<file path="src/hw/rtl/wvm_pkg.sv">
// ----------------------------------------------------------------------------
// wvm_pkg
// Shared types and constants for the wavetable voice mixer: payload structs,
// configuration layout, operation codes and the command passed front to back.
// ----------------------------------------------------------------------------
package wvm_pkg;

    localparam int unsigned WVM_SAMPLE_DEPTH = 65536;
    localparam int unsigned WVM_QUEUE_DEPTH  = 4;

    localparam int unsigned WVM_CFG_IDX_W  = 3;
    localparam int unsigned WVM_CFG_DATA_W = 32;

    localparam logic [15:0] WVM_OFFSET_BIN   = 16'h8000;
    localparam logic [31:0] WVM_STEP_RESET   = 32'h0001_0000;
    localparam logic [5:0]  WVM_VOLUME_RESET = 6'd63;

    // Configuration register indexes.
    typedef enum logic [WVM_CFG_IDX_W-1:0] {
        CFG_STEP_INCREMENT    = 3'd0,
        CFG_FIRST_END         = 3'd1,
        CFG_LOOP_START        = 3'd2,
        CFG_LOOP_END          = 3'd3,
        CFG_LOOP_ENABLE       = 3'd4,
        CFG_VOICE_VOLUME      = 3'd5,
        CFG_OFFSET_BINARY_OUT = 3'd6
    } t_cfg_idx;

    // Operation codes; code 3 is unused and ignored.
    typedef enum logic [1:0] {
        OP_LOAD  = 2'd0,
        OP_START = 2'd1,
        OP_TICK  = 2'd2
    } t_op;

    typedef struct packed {
        logic [1:0]  op;
        logic [15:0] load_addr;
        logic [7:0]  load_byte;
        logic [15:0] acc_in;
    } t_in_item;

    typedef struct packed {
        logic [15:0] mix_out;
        logic        voice_active;
    } t_out_item;

    typedef struct packed {
        logic [31:0] step_increment;
        logic [31:0] first_end;
        logic [31:0] loop_start;
        logic [31:0] loop_end;
        logic        loop_enable;
        logic [5:0]  voice_volume;
        logic        offset_binary_out;
    } t_cfg;

    // One classified item on its way to the back end.
    typedef struct packed {
        logic        is_load;
        logic        is_tick;
        logic        mixing;
        logic [15:0] addr;
        logic [7:0]  data;
        logic [15:0] acc;
        logic        active;
    } t_cmd;

endpackage

</file>
<file path="src/hw/rtl/wvm_queue.sv">
// ----------------------------------------------------------------------------
// wvm_queue
// Small command queue between the front end and the back end.
// ----------------------------------------------------------------------------
module wvm_queue
    import wvm_pkg::*;
(
    input  logic i_clk,
    input  logic i_rst_n,
    input  logic i_push,
    input  t_cmd i_cmd,
    output logic o_full,
    input  logic i_pop,
    output logic o_empty,
    output t_cmd o_cmd
);

    localparam int unsigned PTR_W = $clog2(WVM_QUEUE_DEPTH);
    localparam int unsigned CNT_W = $clog2(WVM_QUEUE_DEPTH + 1);

    t_cmd             r_slot [WVM_QUEUE_DEPTH];
    logic [PTR_W-1:0] r_wr_ptr;
    logic [PTR_W-1:0] r_rd_ptr;
    logic [CNT_W-1:0] r_count;
    logic [PTR_W-1:0] n_wr_ptr;
    logic [PTR_W-1:0] n_rd_ptr;
    logic [CNT_W-1:0] n_count;

    assign o_full  = (r_count == CNT_W'(WVM_QUEUE_DEPTH));
    assign o_empty = (r_count == '0);
    assign o_cmd   = r_slot[r_rd_ptr];

    always_comb begin
        n_wr_ptr = r_wr_ptr;
        n_rd_ptr = r_rd_ptr;
        n_count  = r_count;
        if (i_push) begin
            n_wr_ptr = (r_wr_ptr == PTR_W'(WVM_QUEUE_DEPTH - 1)) ? '0 : r_wr_ptr + 1'b1;
        end
        if (i_pop) begin
            n_rd_ptr = (r_rd_ptr == PTR_W'(WVM_QUEUE_DEPTH - 1)) ? '0 : r_rd_ptr + 1'b1;
        end
        if (i_push && !i_pop) begin
            n_count = r_count + 1'b1;
        end else if (i_pop && !i_push) begin
            n_count = r_count - 1'b1;
        end
    end

    always_ff @(posedge i_clk) begin
        if (!i_rst_n) begin
            r_wr_ptr <= '0;
            r_rd_ptr <= '0;
            r_count  <= '0;
        end else begin
            r_wr_ptr <= n_wr_ptr;
            r_rd_ptr <= n_rd_ptr;
            r_count  <= n_count;
        end
    end

    always_ff @(posedge i_clk) begin
        if (i_push) begin
            r_slot[r_wr_ptr] <= i_cmd;
        end
    end

    a_count_bound: assert property (@(posedge i_clk) disable iff (!i_rst_n)
        r_count <= CNT_W'(WVM_QUEUE_DEPTH))
        else $error("queue count exceeds depth");

    a_push_grows: assert property (@(posedge i_clk) disable iff (!i_rst_n)
        (i_push && !i_pop) |=> (r_count == $past(r_count) + 1'b1))
        else $error("push without pop did not grow the queue");

    a_pop_shrinks: assert property (@(posedge i_clk) disable iff (!i_rst_n)
        (i_pop && !i_push) |=> (r_count == $past(r_count) - 1'b1))
        else $error("pop without push did not shrink the queue");

    a_no_underflow: assert property (@(posedge i_clk) disable iff (!i_rst_n)
        i_pop |-> !o_empty)
        else $error("pop from an empty queue");

endmodule

</file>
<file path="config.mk">
export PLATFORM = sky130hd
export DESIGN_NAME = wvm_queue
export DESIGN_NICKNAME = d
export VERILOG_FILES = /design/src/hw/rtl/wvm_pkg.sv /design/src/hw/rtl/wvm_queue.sv
export SDC_FILE = /design/constraint.sdc
export NUM_CORES = 1
export LEC_CHECK = 0
export ABC_CLOCK_PERIOD_IN_PS = 2800
export BUFFER_PORTS_ARGS = -buffer_cell sky130_fd_sc_hd__buf_2
export CAP_MARGIN = 20
export CORE_MARGIN = 2
export CORE_UTILIZATION = 45
export DETAILED_ROUTE_END_ITERATION = 10
export HOLD_SLACK_MARGIN = 0.05
export SLEW_MARGIN = 10
export SYNTH_ARGS = -nofsm -noshare
export SYNTH_HDL_FRONTEND = slang
export SYNTH_SLANG_ARGS = --single-unit
</file>
<file path="constraint.sdc">
create_clock -name i_clk -period 2.8 [get_ports i_clk]
set_clock_uncertainty 0.1 [all_clocks]
set_input_delay 0.42 -clock i_clk [delete_from_list [all_inputs] [get_ports i_clk]]
set_output_delay 0.42 -clock i_clk [all_outputs]
set_load 0.05 [all_outputs]
</file>
; ---- After elaboration in Yosys (flattened, before gate mapping)
; Memory sizes are Yosys's and may differ from the RTL's. A register that Yosys moved wholly into a read port is not among the register bits.
; Cells that the tools add are included.
[classes]
n_addsub = 4
mul = 0
div = 0
n_lt_le_gt_ge = 0
n_eq_ne = 3
shift = 0
muxes = 8
n_bitwise = 0
n_reduce_logical = 6
[op_table]
columns = cell, n
row1 = two-way mux 2 bit, 4
row2 = two-way mux 3 bit, 2
row3 = adder 2 x 1 -> 2 bit (second input constant), 2
row4 = == test 2 bit (second input constant), 2
row5 = adder 3 x 1 -> 3 bit (second input constant), 1
row6 = == test 3 bit (second input constant), 1
row7 = zero test 3 bit, 1
row8 = subtractor 3 x 1 -> 3 bit (second input constant), 1
row9 = logical AND 1 bit, 2
row10 = zero test 1 bit, 2
row11 = two-way mux 1 bit, 2
row12 = nonzero test 2 bit, 1
[word_totals]
register_bits = 7
latchBits = 0
mem_bits_rw = 176
rom_bits = 0
wordCells = 25
mem_count = 1
[memory_table]
columns = name, depth, width, read_ports, rd_clocked_by_memory_dff, wr, line_no
row1 = r_slot, 4, 44, 1, 1, 1, wvm_queue.sv:21  ; t_cmd r_slot [WVM_QUEUE_DEPTH];

; ---- Depth between registers and ports, before layout
[logic_depth]
ltp_word = 4
ltp_mapped = 7
ltp_nobuf = 7

; ---- Worst setup path after synthesis
; OpenSTA, ideal clock, no wires.
[synth_path]
kind = register to register
startpoint = register r_wr_ptr[0]
endpoint = memory r_slot[3][0] (netlist bit), enable pin
setup_ps = 406
t_arrival_ps = 1608
t_required_ps = 2294
setup_slack_ps = 686
path_stages_with_launch = 3
path_buffers = 0
period_less_slack_ps = 2114
cell_sequence = dfxtp_1 ha_1 and2_1
[synth_lines]
columns = item, line_no
row1 = "start, declared", wvm_queue.sv:22  ; logic [PTR_W-1:0] r_wr_ptr;
row2 = "start signal, assigned", wvm_queue.sv:56  ; r_wr_ptr <= n_wr_ptr;
row3 = "end, declared", wvm_queue.sv:21
; No word-level cell before the write port.

==> Implementation_results.wiki <==
{| class="wikitable"
! Metric !! Value
|-
| Run status || complete, no violations
|-
| Buffers on Ports || 93
|-
| Standby leakage power || between 2 and 3 nW
|-
| Critical Path Fanout Max || 15
|-
| Area added between synthesis and finish || 19.6%
|-
| Worst-path cell with the longest stage delay || mux4_2
|-
| Maximum buffer depth of the clock tree || 2
|-
| Gp weighted congestion || 0.669
|-
| Share of final-layout standard cells stronger than drive strength 1 || ~44%
|-
| Initial antenna violation count || 2
|-
| Fill count || 1,154
|-
| Via count of the first global-routing pass || 3,224
|-
| Part of the cycle the worst path needs || between 90% and 100%
|-
| Worst min path class || input pin to flip-flop
|-
| Via density || approximately 5.2
|-
| Sequential cell area || 5470 sq um
|-
| Number of H-tree levels || 4
|-
| Capturing point of the worst reg2reg path || r_slot[2][14]
|-
| # clock sinks || 185
|-
| WP buf/inv || 2
|-
| Total die area || around 16,000 sq um
|-
| Violation count after the first detailed-route iteration || ~240
|-
| Post-cts hold buffer count || 0
|-
| Syn Nets || around 330
|-
| Standard-cell rows || 45
|-
| Fmax || 395 MHz
|-
| Post-route minimum period || 2.53 ns
|-
| Instance area after placement || 7600 sq um
|-
| Remaining routing DRC violations || 0
|-
| Final ANT Viol Nets || 0
|-
| IR drop worst, VDD || a little under 400 uV
|-
| HPWL Detailed || 6990 um
|-
| Final worst-path setup slack || 0.271 ns
|-
| Post-synthesis sequential element count || 185
|-
| Cells on worst reg2reg path || 4
|-
| Sum of negative setup slack || 0 ns
|-
| Start-to-end type of the worst setup path || flip-flop to output pin
|-
| CTS tree || built
|-
| Commonest non-fill, non-tap cell in the layout || edfxtp_1
|-
| Slew headroom || 63.2%
|-
| Commonest non-fill, non-tap cells in the layout || edfxtp_1 (176), buf_2 (93), mux4_2 (40), clkbuf_16 (17), dfxtp_1 (7)
|-
| Final setup violation count || 0
|-
| CP Capture Point || o_cmd[7]
|-
| Endpoints failing hold || 0
|-
| Routed len/inst || roughly 19 um
|-
| Flop2flop setup slack || just over 1 ns
|-
| Worst skew pair latency || roughly 0.42 ns
|-
| Max capacitance violation total || 0
|-
| Final slew viol count || 0
|-
| Fin nets || around 440
|-
| Register area share after synthesis || about four fifths
|-
| Vias after detailed routing || 3,068
|-
| GRT overflow || 0
|-
| Slowest Stage Delay on Critical Path || 0.54 ns
|-
| Number of flops mapped to enable cells by yosys || 176
|-
| Critical path arrival || around 2 ns
|-
| Setup crit end kind || output pin
|-
| Number of unique standard cell types used by synthesis || 23
|-
| Largest net degree at the start of global routing || 45
|-
| Total GRT Usage || 15.0%
|-
| Die width || 128 um
|-
| CTS clk-pin slew, worst paths || 0.06 ns
|-
| Area share of the largest cell type after synthesis || 77.0%
|-
| Main flop type after synthesis || edfxtp_1
|-
| Number of buffers inserted to repair setup after CTS || 0
|-
| Power Density || 787 nW/um^2
|-
| Design Area, Final || 8210 sq um
|-
| Worst hold margin || approximately 0.12 ns
|-
| Unrepaired setup endpoints after global routing || false
|-
| Core area || 15,000 sq um
|-
| PostCTS Resize Cnt || 0
|-
| Synthesis Warnings || 0
|-
| Area used by multi-input combinational logic || 1270 sq um
|-
| Synthesized area per cell || 25.1 sq um
|-
| Slew at the pin with the worst max-slew slack || roughly 0.55 ns
|-
| Synth area leaders || edfxtp_1 (77%), mux4_2 (13%), dfxtp_1 (2.6%), mux4_1 (1.5%), buf_12 (1.2%)
|-
| Worst r2r src || r_wr_ptr[0]
|-
| Post-synthesis cell type with the largest combined area || edfxtp_1
|-
| Wire length of the first global-routing pass || 17,700 um
|-
| Cell family contributing the most delay on the critical path || multiplexers
|-
| Crit path depth || 3
|-
| Area of the mapped netlist || between 6000 and 7000 sq um
|-
| Worst Setup Slack post-DPL || 0.654 ns
|-
| First-pass iteration count of the detailed router || 4
|-
| Number of clock buffers inserted by TritonCTS || 17
|-
| Number of cells produced by synthesis || 274
|-
| Cell at the root of the clock tree || clkbuf_16
|-
| Number of top-level pins || 94
|-
| Req. time, crit path || 2.28 ns
|-
| Wire length after detailed routing || 11,200 um
|-
| Worst-path cell chain || buf_4 -> mux4_2 -> buf_2
|-
| Kind of start point of the critical path || flip-flop
|-
| Height of the die || 128 um
|-
| Async set-reset flop share out of synthesis || 0%
|-
| Effective utilization at floorplan || 45.7%
|}
==> worst min-delay path by stage <==
stage,endpoint,depth (start not counted),slack [ns],from
floorplan,r_count[2],2,0.37,r_count[2]
global route,r_slot[3][7],1,0.1,i_cmd[7]
finish,r_slot[1][41],1,0.12,i_cmd[41]
detailed placement,r_count[2],2,0.46,r_count[2]
global placement,r_count[2],2,0.38,r_count[2]
CTS,r_slot[2][7],1,0.1,i_cmd[7]
==> cell families (layout without fill, tap and decap cells) <==
group                      after synthesis  count (layout)  share of synthesized area, %
DFF                                    185             185                          79.6
buffers and inverters                   14             139                          1.91
AOI/OAI and AO/OA                        3               3                         0.292
adders and majority gates                7               7                          1.39
xor gates and xnor gates                 2               2                         0.255
and+or+nand+nor                         15              15                          1.31
other                                    0               1                             0
muxes                                   48              48                          15.2
==> stage by stage <==
step | power, mW | util (%) | std cells
2_1_floorplan | 3.87 | - | 274
3_3_place_gp | 4.07 | 50.5 | 555
3_5_place_dp | 4.09 | 50.5 | 555
4_1_cts | 6.54 | 54.6 | 587
5_1_grt | 6.68 | 54.6 | 587
6_report | 6.46 | 54.6 | 588
==> registers in the layout, summed over array words and instances (netlist names), named ones only <==
signal	flops
r_wr_ptr	2
r_count	3
r_slot	176
r_rd_ptr	2
==> area by class of cell <==
| class | count | share of cell area [%] |
|---|---|---|
| diodes | 1 | 0.0305 |
| clock buffers | 24 | 5.74 |
| clock inverters | 8 | 1.74 |
| inverters | 4 | 0.183 |
| multi-input cells | 75 | 15.5 |
| flip-flops and latches | 185 | 66.6 |
| well taps | 188 | 2.86 |
| repair buffers | 103 | 7.34 |
==> synthesized netlist by cell type (all sizes together) (2+ instances only) <==
cell,number
edfxtp,176
mux4,44
buf,9
dfxtp,9
ha,6
and2,5
nor2b,5
inv,4
mux2i,4
nor3,2
==> report_power, final <==
group	total [mW]	internal [mW]	switching, mW
combinational	0.804	0.254	0.550
sequential	3.21	3.17	0.0446
clock	2.45	1.54	0.913
==> routing by layer <==
layer | vias to the layer above | GRT usage (%) | share of wire [%]
li1 | 1387 | - | -
met1 | 1591 | 18.7 | 42
met2 | 68 | 24.5 | 51
met3 | 20 | 4.73 | 4.6
met4 | 2 | 6.72 | 2.1
met5 | - | 0 | 0.098
Note: power is estimated with default switching activity, not from simulation.
