File: src/hw/rtl/wvm_pkg.sv
// ----------------------------------------------------------------------------
// wvm_pkg
// Shared types and constants for the wavetable voice mixer: payload structs,
// configuration layout, operation codes and the command passed front to back.
// ----------------------------------------------------------------------------
package wvm_pkg;

    localparam int unsigned WVM_SAMPLE_DEPTH = 65536;
    localparam int unsigned WVM_QUEUE_DEPTH  = 4;

    localparam int unsigned WVM_CFG_IDX_W  = 3;
    localparam int unsigned WVM_CFG_DATA_W = 32;

    localparam logic [15:0] WVM_OFFSET_BIN   = 16'h8000;
    localparam logic [31:0] WVM_STEP_RESET   = 32'h0001_0000;
    localparam logic [5:0]  WVM_VOLUME_RESET = 6'd63;

    // Configuration register indexes.
    typedef enum logic [WVM_CFG_IDX_W-1:0] {
        CFG_STEP_INCREMENT    = 3'd0,
        CFG_FIRST_END         = 3'd1,
        CFG_LOOP_START        = 3'd2,
        CFG_LOOP_END          = 3'd3,
        CFG_LOOP_ENABLE       = 3'd4,
        CFG_VOICE_VOLUME      = 3'd5,
        CFG_OFFSET_BINARY_OUT = 3'd6
    } t_cfg_idx;

    // Operation codes; code 3 is unused and ignored.
    typedef enum logic [1:0] {
        OP_LOAD  = 2'd0,
        OP_START = 2'd1,
        OP_TICK  = 2'd2
    } t_op;

    typedef struct packed {
        logic [1:0]  op;
        logic [15:0] load_addr;
        logic [7:0]  load_byte;
        logic [15:0] acc_in;
    } t_in_item;

    typedef struct packed {
        logic [15:0] mix_out;
        logic        voice_active;
    } t_out_item;

    typedef struct packed {
        logic [31:0] step_increment;
        logic [31:0] first_end;
        logic [31:0] loop_start;
        logic [31:0] loop_end;
        logic        loop_enable;
        logic [5:0]  voice_volume;
        logic        offset_binary_out;
    } t_cfg;

    // One classified item on its way to the back end.
    typedef struct packed {
        logic        is_load;
        logic        is_tick;
        logic        mixing;
        logic [15:0] addr;
        logic [7:0]  data;
        logic [15:0] acc;
        logic        active;
    } t_cmd;

endpackage

File: src/hw/rtl/wvm_front.sv
// ----------------------------------------------------------------------------
// wvm_front
// Accepts input beats, decodes the operation and keeps the voice position,
// end and playing flag. Each beat becomes one command for the back end.
// ----------------------------------------------------------------------------
module wvm_front
    import wvm_pkg::*;
(
    input  logic     i_clk,
    input  logic     i_rst_n,
    input  t_cfg     i_cfg,
    input  logic     i_valid,
    output logic     o_stall,
    input  t_in_item i_item,
    input  logic     i_full,
    output logic     o_push,
    output t_cmd     o_cmd
);

    logic [31:0] r_position;
    logic [31:0] r_end;
    logic        r_playing;
    logic [31:0] n_position;
    logic [31:0] n_end;
    logic        n_playing;
    logic [31:0] advanced;
    logic        accept;

    assign o_stall  = i_full;
    assign accept   = i_valid && !i_full;
    assign o_push   = accept;
    assign advanced = r_position + i_cfg.step_increment;

    always_comb begin
        n_position = r_position;
        n_end      = r_end;
        n_playing  = r_playing;
        case (i_item.op)
            OP_START: begin
                n_position = '0;
                n_end      = i_cfg.first_end;
                n_playing  = 1'b1;
            end
            OP_TICK: begin
                if (r_playing) begin
                    n_position = advanced;
                    // The position wraps at 32 bits before it meets the end.
                    if (advanced >= r_end) begin
                        if (i_cfg.loop_enable) begin
                            n_position = i_cfg.loop_start;
                            n_end      = i_cfg.loop_end;
                        end else begin
                            n_playing = 1'b0;
                        end
                    end
                end
            end
            default: begin
            end
        endcase
    end

    always_comb begin
        o_cmd.is_load = (i_item.op == OP_LOAD);
        o_cmd.is_tick = (i_item.op == OP_TICK);
        o_cmd.mixing  = (i_item.op == OP_TICK) && r_playing;
        o_cmd.addr    = (i_item.op == OP_LOAD) ? i_item.load_addr : r_position[31:16];
        o_cmd.data    = i_item.load_byte;
        o_cmd.acc     = i_item.acc_in;
        o_cmd.active  = n_playing;
    end

    always_ff @(posedge i_clk) begin
        if (!i_rst_n) begin
            r_position <= '0;
            r_end      <= '0;
            r_playing  <= 1'b0;
        end else if (accept) begin
            r_position <= n_position;
            r_end      <= n_end;
            r_playing  <= n_playing;
        end
    end

    a_start_plays: assert property (@(posedge i_clk) disable iff (!i_rst_n)
        (accept && i_item.op == OP_START) |=> (r_playing && r_position == '0))
        else $error("start did not rewind and play");

    a_idle_holds: assert property (@(posedge i_clk) disable iff (!i_rst_n)
        (accept && !r_playing && i_item.op != OP_START)
        |=> (!r_playing && $stable(r_position) && $stable(r_end)))
        else $error("idle voice changed state");

    a_stop_only_on_tick: assert property (@(posedge i_clk) disable iff (!i_rst_n)
        (accept && r_playing && !n_playing) |-> (i_item.op == OP_TICK))
        else $error("voice stopped on a non-tick beat");

endmodule

File: config.mk
export PLATFORM = sky130hd
export DESIGN_NAME = wvm_front
export DESIGN_NICKNAME = d
export VERILOG_FILES = /design/src/hw/rtl/wvm_pkg.sv /design/src/hw/rtl/wvm_front.sv
export SDC_FILE = /design/constraint.sdc
export NUM_CORES = 1
export LEC_CHECK = 0
export BUFFER_PORTS_ARGS = -buffer_cell sky130_fd_sc_hd__buf_4
export CORE_UTILIZATION = 35
export CTS_CLUSTER_DIAMETER = 40
export DETAILED_ROUTE_END_ITERATION = 7
export GPL_TIMING_DRIVEN = 0
export HOLD_SLACK_MARGIN = 0.1
export PLACE_DENSITY = 0.74
export SLEW_MARGIN = 20
export SYNTH_ARGS = -nofsm -noshare
export SYNTH_HDL_FRONTEND = slang
export SYNTH_SLANG_ARGS = --single-unit
File: constraint.sdc
create_clock -name i_clk -period 5.16 [get_ports i_clk]
set_input_delay 0.774 -clock i_clk [delete_from_list [all_inputs] [get_ports i_clk]]
set_output_delay 0.774 -clock i_clk [all_outputs]
set_load 0.05 [all_outputs]
---- After elaboration in Yosys (flattened, before gate mapping) ----
Cells that the tools add are included.
W data, S select, Z words.
cells by class
  add/subtract/negate cells ............... 1
  magnitude comparators ................... 1
  eq/ne operators ......................... 5
  multiplexer cells ....................... 13
  reductions and logical operators ........ 7
operators with widths
  cell                  count
  $mux W32              6
  $pmux W32 S2          2
  $add A32 B32 Y32      1
  $ge A32 B32 Y1        1
  $mux W16              1
  $reduce_and A5 Y1     1
  $ne A2 B1 Y1 const B  2
  $mux W1               3
  $reduce_and A3 Y1     1
  $eq A2 B1 Y1 const B  1
  $eq A2 B2 Y1 const B  1
  $logic_and A1 B1 Y1   2
  $logic_not A2 Y1      1
  $ne A2 B2 Y1 const B  1
  $pmux W1 S2           1
  $reduce_bool A2 Y1    1
  $logic_not A1 Y1      1
word-level totals
  bits in registers ....................... 65
  input port bits ......................... 182
  output and inout bits ................... 46
  word-level logic and storage cells ...... 30

---- Depth between registers and ports, before layout ----
  depth after elaboration ................. 5
  gate-level depth with buffers ........... 21

---- Worst setup path after synthesis ----
Ideal clock, no wire load.
  kind .................................... input -> output
  start point ............................. input i_cfg[104] (netlist name)
  end point ............................... output o_cmd[0] (netlist name)
  data arrival time ....................... 4229 ps
  required time ........................... 4386 ps
  slack ................................... 157 ps
  stages on the path ...................... 18
  buffers on the path ..................... 1
  path through ............................ ha_1 > fa_1 > a21o_1 > nand4_1 > nand2_1 > a21oi_4 > nor2_1 > or4_1 > a21oi_2 > xnor2_1 > ha_1 > nand4_1 > or4_1 > nand4_1 > a21oi_1 > o21ai_0 > a31oi_1 > buf_4
between the ends
  longest elaborated chain between the ends .. 5
RTL lines
  item              RTL line         source
  from (decl)       wvm_front.sv:11  input t_cfg i_cfg,
  $add A32 B32 Y32  wvm_front.sv:32  assign advanced = r_position + i_cfg.step_increment;
  $ge A32 B32 Y1    wvm_front.sv:48  if (advanced >= r_end) begin
  $mux W1           wvm_front.sv:48
  $mux W1           wvm_front.sv:45  if (r_playing) begin
  $pmux W1 S2       wvm_front.sv:38  case (i_item.op)
  to (decl)         wvm_front.sv:17  output t_cmd o_cmd
Every way passes these cells.

---- Final worst setup path ----
  start point ............................. input i_cfg[105] (netlist name)
  end point ............................... output o_cmd[0] (netlist name)
The elaborated chain is that of the path after synthesis.

==> reports/summary.md <==
* **run status** finished, violations left
* **violated checks** negative setup slack
* **max capacitance violation total** 0
* **area fraction of the dominant cell type after synthesis** 0.224
* **CTS tree** yes
* **maximum clock path buffer count** 2
* **post-detailed-routing wire length** 18000 um
* **clock sinks** 65
* **commonest register cell after synthesis** sky130_fd_sc_hd__dfxtp_1
* **initial antenna violation count** 0
* **overall via count from detail_route** 5919
* **end point of the critical path** o_cmd[0]
* **share of the core filled with cells in the final layout** 0.522
* **f_max** 192 MHz
* **number of enable-type register cells in the synthesized netlist** 0
* **# DRC** 0
* **worst-case setup margin in the final layout** -0.0533 ns
* **final routed wire length divided by cell count** 15.8 um
* **CP top delay family** compound AO/OA/AOI/OAI gates
* **maximum net fanout on the critical path** 4
* **IO Pins** 228
* **Std-Cell Rows** 46
* **clock buffers created by TritonCTS** 9
* **worst reg2reg path startpoint** r_position[0]
* **reg2reg end** r_position[25]
* **detailed placement HPWL** 14100 um
* **largest stage delay on the critical path** 0.31 ns
* **met1 track demand over resource** 0.251
* **floorplan core area** 0.0160 sq mm
* **Mean Syn Cell Area** 8.34 sq um
* **source-to-sink clock delay at the later pin of the worst-skew pair** 0.34 ns
* **worst reg-to-reg setup slack** 0.44 ns
* **maximum number of pins on one net before global-route repair** 12
* **antenna diode count** 0
* **Initial Utilization** 0.362
* **met2 Usage GRT** 0.373
* **Synth Cell Area** 0.00580 sq mm
* **proportion of synthesized chip area in sequential cells** 0.224
* **final hold slack** 0.458 ns
* **type of the setup path with the least slack** in2out
* **die height** 131 um
* **kind of start point of the critical path** primary input
* **number of buffer cells added on primary ports** 195
* **Required @ worst endpoint** 4.39 ns
* **Clk Tree Root Cell** sky130_fd_sc_hd__clkbuf_16
* **Post-Synthesis Cells** 695
* **number of global-route vias before repair** 5694
* **final hold violation count** 0
* **share of the clock period used by the worst path** 1.01
* **top cell type by total area after synthesis** sky130_fd_sc_hd__dfxtp_1
* **Synth Register Bits** 65
* **launching element of the worst setup path** i_cfg[105]
* **final setup violating endpoints** 1
* **crit path time final** 5.21 ns
* **synthesis-to-finish area growth** 44.0%
* **DR iter-0 viols** 322
* **routing layer with the top usage in global route** met2
* **total of hold buffers inserted after clock tree synthesis** 0
* **number of library cell types mapped by synthesis** 56
* **number of nets in the final layout** 1168
* **Placed Cells incl. Taps** 1106
* **main area contributors after synthesis** sky130_fd_sc_hd__dfxtp_1, sky130_fd_sc_hd__ha_1, sky130_fd_sc_hd__mux2i_1
* **horizontal die dimension** 131 um
* **ys async rst share** 0
* **CP Buf/Inv Count** 2
* **arrival time at the worst endpoint** 4.44 ns
* **Synth Warn #** 0
* **met3 track demand over resource** 0.0419
* **area of the die** 0.0171 sq mm
* **CP dominant cell by count** sky130_fd_sc_hd__a21oi_1
* **setup repair after global routing missed its margin** true
* **max-slew violation count** 0
* **final weighted congestion in routability-driven placement** 0.905
* **crit path max-delay cell type** sky130_fd_sc_hd__a21o_1
* **drt via density** 5.19
* **worst clock skew** 0.00673 ns
* **number of levels the H-tree was split into** 3
* **ANT nets after route** 0
* **total overflow reported by the global router** 0
* **Max VDD drop** 0.000196 V
* **worst hold path type** reg2reg
* **1st-pass router iterations** 5
* **leakage power** 4.26 nW
* **number of nets in the synthesized netlist** 944
* **aggregate global-route resource usage** 0.207
* **number of non-filler instances in the completed layout** 1140
* **layout cell share with drive strength beyond 1** 0.359
* **wire length of the first global-routing pass** 27200 um
* **max_slew headroom** 0.533
* **Clock Pin Slew Worst Setup and Hold Paths** 0.06 ns
* **cells along the critical path** buf_4, ha_1, a21oi_1, nand4b_1, a21o_1, o311ai_4, nand3_1, and3b_1, xnor2_2, ha_1, a21oi_1, a21oi_1, a211oi_2, nand4_1, a21oi_2, o21ai_2, a31oi_2, buf_8
* **number of cells on the worst reg-to-reg path** 24
* **total stage count of the critical path** 18
* **type of element capturing the critical path** primary output
* **transition time of the tightest slew-check pin** 0.700 ns
* **power per standard cell area** 199 mW/mm^2
-- logic make-up after synthesis --
group,Yosys count,synth area share
compound gates,193,0.238
flops,65,0.224
simple gates,163,0.136
fa+ha+maj,67,0.146
mux,71,0.126
buf+inv,110,0.0904
xor+xnor,26,0.0393
-- where the power goes --
part | internal [mW] | total (mW) | leakage [nW] | switching (mW)
Combinational | 0.205 | 0.427 | 3.57 | 0.222
Sequential | 0.510 | 0.515 | 0.525 | 0.00450
Clock | 0.484 | 0.718 | 0.166 | 0.234
Total | 1.20 | 1.66 | 4.26 | 0.460
-- layout by cell type, fill, tap and decap left out, drive strengths merged, types with 4 or more instances in the layout --
cell type,synthesis,final
mux2,16,16
inv,44,44
and2,5,5
nand2,71,71
o211a,32,32
clkbuf,34,42
and3,14,14
a221o,11,11
nand4,13,13
ha,66,66
buf,32,248
nor3,7,7
o31ai,4,4
mux2i,55,55
nand3,13,13
nor2,18,18
a21o,27,27
xor2,10,10
o21ai,43,43
a211oi,4,4
xnor2,16,16
a31oi,4,4
nor2b,6,6
nand2b,4,4
dfxtp,65,65
a21oi,45,45
-- layer usage --
metal	vias to the layer above	wire length (um)
met1	2684	7670
met3	32	1400
li1	2953	-
met5	-	0
met4	0	317
met2	250	8650
-- final cells by class --
cell class	instances	area [sq um]
clock inverter	5	103
buffer	64	387
clock buffer	11	243
inverter	44	165
timing repair buffer	215	1630
multi-input combinational	520	4250
sequential	65	1300
fill	1518	7650
tap	216	270
-- sequential cells by signal, summed over array words and instances (netlist names) --
name        flops
r_end          32
r_playing       1
r_position     32
-- worst min-delay path by stage --
stage                       start       endpoint  slack [ns]  cells after the start
global placement    r_position[2]  r_position[2]        0.44                      2
global route        r_position[8]  r_position[8]        0.49                      2
CTS                 r_position[5]  r_position[5]        0.46                      2
finish              r_position[8]  r_position[8]        0.46                      2
floorplan           r_position[0]  r_position[0]        0.43                      2
detailed placement  r_position[5]  r_position[5]        0.45                      2
-- stage by stage --
| step | cell area (sq um) | setup WS, ns | total power, mW | TNS, ns |
|---|---|---|---|---|
| floorplan | 5800 | 0.157 | 0.764 | 0 |
| global placement | 7530 | -0.553 | 0.919 | -21.75 |
| detailed placement | 7530 | -0.604 | 0.925 | -25.38 |
| CTS | 8100 | -0.0731 | 1.66 | -0.0731 |
| global route | 8350 | -0.235 | 1.72 | -0.239 |
| finish | 8350 | -0.0533 | 1.66 | -0.0533 |
-- worst reg2reg max path: cells and delay by family, from the launching register on --
kind | cells | cell delay, ns
flip-flops | 1 | 0.33
adder cells (fa/ha/maj) | 3 | 0.80
buffers and inverters | 6 | 0.89
XOR/XNOR | 1 | 0.09
AND/OR/NAND/NOR | 9 | 1.56
AO/OA/AOI/OAI | 5 | 0.91
-- timing repair --
action	in CTS	in global routing
gates resized for setup	29	54
buffers inserted	15	6
pin swaps	19	22
endpoints found under the setup margin	34	64
-- synthesized netlist by cell type (all sizes together), types with 4 or more instances --
cell,instances
nand2,71
nor2b,6
a211oi,4
inv,44
nand2b,4
dfxtp,65
and2,5
nand3,13
o21ai,43
nand4,13
a21oi,45
nor2,18
a31oi,4
and3,14
mux2,16
mux2i,55
ha,66
clkbuf,34
a221o,11
o31ai,4
buf,32
o211a,32
xnor2,16
a21o,27
xor2,10
nor3,7
Note: power is estimated with default switching activity, not from simulation.
